`src/rtl/paged_memory_with_permissions_macros.svh`:
```
// Assertion macros for the paged memory block.
// Included by files that check their own control logic; needs nothing else.
`ifndef PAGED_MEMORY_WITH_PERMISSIONS_MACROS_SVH
`define PAGED_MEMORY_WITH_PERMISSIONS_MACROS_SVH

// Same-cycle implication, disabled during reset.
`define PMP_ASSERT_IMP(label, clk_s, rst_s, ante, cons, msg) \
    label: assert property (@(posedge clk_s) disable iff (!rst_s) (ante) |-> (cons)) \
        else $error(msg);

// Next-cycle implication, disabled during reset.
`define PMP_ASSERT_NXT(label, clk_s, rst_s, ante, cons, msg) \
    label: assert property (@(posedge clk_s) disable iff (!rst_s) (ante) |=> (cons)) \
        else $error(msg);

`endif

```
`src/rtl/pmp_pkg.sv`:
```
// Shared constants, codes and types of the paged memory block.
// No dependencies.
`timescale 1ns / 1ps
`default_nettype none

package pmp_pkg;

    // Default geometry
    localparam int PAGE_BITS_DEF     = 12;
    localparam int MEM_ADDR_BITS_DEF = 16;

    // Byte lanes of the store
    localparam int LANES = 4;

    // Command codes
    localparam logic [2:0] CMD_READ8   = 3'd0;
    localparam logic [2:0] CMD_READ16  = 3'd1;
    localparam logic [2:0] CMD_READ32  = 3'd2;
    localparam logic [2:0] CMD_WRITE8  = 3'd3;
    localparam logic [2:0] CMD_WRITE16 = 3'd4;
    localparam logic [2:0] CMD_WRITE32 = 3'd5;
    localparam logic [2:0] CMD_FETCH   = 3'd6;

    // Status codes
    localparam logic [2:0] ST_OK       = 3'd0;
    localparam logic [2:0] ST_INVALID  = 3'd1;
    localparam logic [2:0] ST_NO_READ  = 3'd2;
    localparam logic [2:0] ST_NO_WRITE = 3'd3;
    localparam logic [2:0] ST_NO_EXEC  = 3'd4;

    // Page flags: present bit over execute, write, read
    typedef struct packed {
        logic present;
        logic x;
        logic w;
        logic r;
    } flags_t;

endpackage

`default_nettype wire

```
`src/rtl/pmp_page_table.sv`:
```
// Page flag memory: two registered read ports, one write port.
// Depends on pmp_pkg for the flag type.
`timescale 1ns / 1ps
`default_nettype none

module pmp_page_table #(
    parameter int IDX_W = 4
) (
    input  wire logic                 clk,
    input  wire logic                 rd_en,
    input  wire logic [IDX_W-1:0]     rd_idx0,
    input  wire logic [IDX_W-1:0]     rd_idx1,
    output pmp_pkg::flags_t           rd_flags0,
    output pmp_pkg::flags_t           rd_flags1,
    input  wire logic                 wr_en,
    input  wire logic [IDX_W-1:0]     wr_idx,
    input  wire pmp_pkg::flags_t      wr_flags
);

    pmp_pkg::flags_t mem [2**IDX_W];

    // Write the flags of one page
    always_ff @(posedge clk)
    begin
        if (wr_en)
        begin
            mem[wr_idx] <= wr_flags;
        end
    end

    // Read both pages of an access
    always_ff @(posedge clk)
    begin
        if (rd_en)
        begin
            rd_flags0 <= mem[rd_idx0];
            rd_flags1 <= mem[rd_idx1];
        end
    end

endmodule

`default_nettype wire

```
`config.mk`:
```
export PLATFORM = sky130hd
export DESIGN_NAME = pmp_page_table
export DESIGN_NICKNAME = d
export VERILOG_FILES = /design/src/rtl/paged_memory_with_permissions_macros.svh /design/src/rtl/pmp_pkg.sv /design/src/rtl/pmp_page_table.sv
export SDC_FILE = /design/constraint.sdc
export NUM_CORES = 1
export LEC_CHECK = 0
export BUFFER_PORTS_ARGS = -buffer_cell sky130_fd_sc_hd__buf_2
export CAP_MARGIN = 0
export CORE_MARGIN = 2
export CORE_UTILIZATION = 30
export DETAILED_ROUTE_END_ITERATION = 8
export PLACE_DENSITY = 0.55
export SYNTH_ARGS = -nofsm -noshare
export SYNTH_HDL_FRONTEND = slang
export SYNTH_SLANG_ARGS = --single-unit
```
`constraint.sdc`:
```
create_clock -name clk -period 2.45 [get_ports clk]
set_input_delay 0.245 -clock clk [delete_from_list [all_inputs] [get_ports clk]]
set_output_delay 0.245 -clock clk [all_outputs]
set_load 0.01 [all_outputs]
```
==> summary.txt <==
Clocking
  – Longest Clk Path Bufs: 2
  – CTS H-tree lvls: 3
  – CTS resizes: 0
  – CTS tree: yes
  – Post-CTS Setup Repair Bufs: 0
  – Hold Buf Count CTS: 0
  – Root Driver: clkbuf_16
  – CTS Sinks: 72
  – Clock Latency Late Sink: 0.33 ns
  – Clk slew on worst S/H paths: 0.05 ns
  – CTS Buf Count: 9

Pwr
  – Peak VDD IR: 0.292 mV
  – Static Leak: 0.00133 uW
  – Total chip power: 2830 uW
  – PwrDens: 727 mW/mm2

Global route
  – Tot GR Track Use: 0.130
  – GR Layer Usage met2: 0.186
  – Initial antenna violation count: 0
  – Pin count of the biggest net entering global routing: 17
  – Vias in the first global route: about 1800
  – First-pass GRT wire length: between 10000 and 15000 um
  – Gr ovfl total: 0
  – Busiest grt layer: met2
  – Met3 usage: 0.0294
  – Met1 Usage GRT: 0.184

Logic synthesis
  – Cell area after synthesis: 0.00338 mm2
  – Synthesis Warnings: 0
  – Sequential share of the synthesized area: 0.640
  – Syn Inst Count: roughly 170
  – Synthesized area per cell: 19.5 um2
  – Net Count, Synth: 192
  – Register bit total from synthesis: 72
  – Top cells by area, synth: edfxtp_1 (64%), mux4_1 (22%), mux4_2 (2.7%)
  – Cell taking the most area after synthesis: edfxtp_1
  – Cell variety after synth: 16
  – Yosys top cell area share: 0.640

Routing
  – ANT nets after route: 0
  – First-pass DRT Iterations: 4
  – DRT iter0 DRCs: 113
  – Routed WL per cell: 20.4 um
  – Drt drc: 0
  – Avg Vias per Cell: 5.17
  – WL final: 7100 um
  – Via Count: 1800

Final layout
  – # diodes: 0
  – Design Area, Final: 0.00390 mm2
  – Area growth from synthesis to layout: 15.4%
  – Most common cell after layout, fill and taps aside: edfxtp_1
  – Nets: 223
  – Share of cells above drive strength 1: 0.216
  – Fin util: 0.357
  – Most frequent cells in the layout: edfxtp_1 (72), mux4_1 (28), buf_2 (26), nand3_1 (17), nor2_1 (14)

STA
  – Post-route minimum period: approximately 1.6 ns
  – Final slew viol count: 0
  – Final Setup Violations: 0
  – RSZ-0062 raised after global routing: false
  – Worst-Margin Slew: approximately 0.56 ns
  – Setup TNS: 0 ns
  – Hold Vio Cnt, Final: 0
  – Worst rel slew slack: 0.627
  – Fin crit share: 0.654
  – Max Fclk: 624 MHz
  – Setup Skew: 0.00698 ns

Setup path
  – R2R Path End: rd_flags1[1]
  – Critical path arrival: 1.67 ns
  – Required time of the critical path: between 2 and 3 ns
  – CP peak stage delay: 0.51 ns
  – Kind of critical path: flip-flop to flip-flop
  – Reg2reg setup slack: 0.85 ns
  – Crit path launch: mem[0][1]
  – Worst reg2reg path depth: 3
  – Critical path peak fanout: 2
  – CP delay by family, top: multiplexers
  – Worst setup EP type: flip-flop
  – Worst Setup Start Kind: flip-flop
  – CP Capture Point: rd_flags1[1]
  – CP bufs+invs: 0
  – Worst r2r src: mem[0][1]
  – CP Cell Sequence: mux4_1 -> a22oi_1 -> nand3_1
  – Crit path depth: 3
  – Slowest CP cell: mux4_1

Floorplanning
  – Starting density of the core: 0.309
  – FP Rows: 38
  – Die width: about 110 um
  – Die area: 0.0121 mm2
  – DIE HEIGHT: around 110 um
  – # IOs: 27
  – Core ar.: 0.0109 mm2

Run status
  – Status: finished, final reports clean

Placed design
  – Post-DP HPWL: 5070 um
  – Routability congestion estimate: 0.779
  – IO Port Bufs: 26
  – Placed Area: 0.00362 mm2

Worst hold path
  – Worst hold path class: input pin to flip-flop

Job
  – Max_cap viols: 0
-- metal layers --
| metal | share of wire | up-vias |
|---|---|---|
| met1 | 0.47 | 904 |
| met3 | 0.052 | 15 |
| li1 | - | 818 |
| met5 | 0 | - |
| met2 | 0.44 | 63 |
| met4 | 0.029 | 0 |
-- power by group --
group	internal (uW)	leakage [uW]	switching [uW]
logic	88.4	0.000543	112
registers	1400	0.000658	11.7
clock network	777	0.000133	450
-- registers in the layout, indices dropped and copies added, names as in the netlist --
signal and cells:
mem 64, rd_flags0 4, rd_flags1 4
-- worst min-delay path by stage --
stage	slack, ns	from	endpoint	depth (start not counted)
CTS	0.27	rd_en	rd_flags1[1]	1
global placement	0.60	rd_en	rd_flags1[0]	1
global route	0.28	rd_en	rd_flags1[1]	1
finish	0.27	rd_en	rd_flags1[0]	1
detailed placement	0.61	rd_en	rd_flags1[2]	1
floorplan	0.34	wr_flags[0]	mem[0][0]	0
-- synth_stat cells, drive strengths merged --
cell / n
nand2: 9
a22oi: 8
nor3: 4
mux4: 32
nor2b: 4
clkbuf: 2
nand2b: 2
buf: 6
edfxtp: 72
or3b: 1
nor2: 14
nand3b: 2
nand3: 17
-- per-stage QoR --
step	hold WS (ns)	setup slack, ns	std cells
final	0.274	0.848	348
after floorplan	0.344	0.999	173
after global placement	0.604	0.533	333
after CTS	0.266	0.847	348
after global routing	0.275	0.783	348
after detailed placement	0.608	0.497	333
-- layout make-up --
class                           instances  area (um2)
Fill cell                            1020        7040
Sequential cell                        72        2160
Multi-Input combinational cell         93        1140
Clock buffer                           11         233
Tap cell                              140         175
Timing Repair Buffer                   28         145
Clock inverter                          4        46.3
-- worst reg2reg max path, delay by kind of cell (launching register included) --
family | cells | cell delay, ns
flip-flops | 1 | 0.43
AO/OA/AOI/OAI | 1 | 0.27
AND/OR/NAND/NOR | 1 | 0.12
multiplexers | 1 | 0.51
-- cell families after synthesis --
logic type             Yosys count  share of synthesized area
AOI/OAI and AO/OA                8                     0.0178
buffers and inverters            8                     0.0237
DFF                             72                      0.640
muxes                           32                      0.244
and+or+nand+nor                 53                     0.0748
Note: power is estimated with default switching activity, not from simulation.
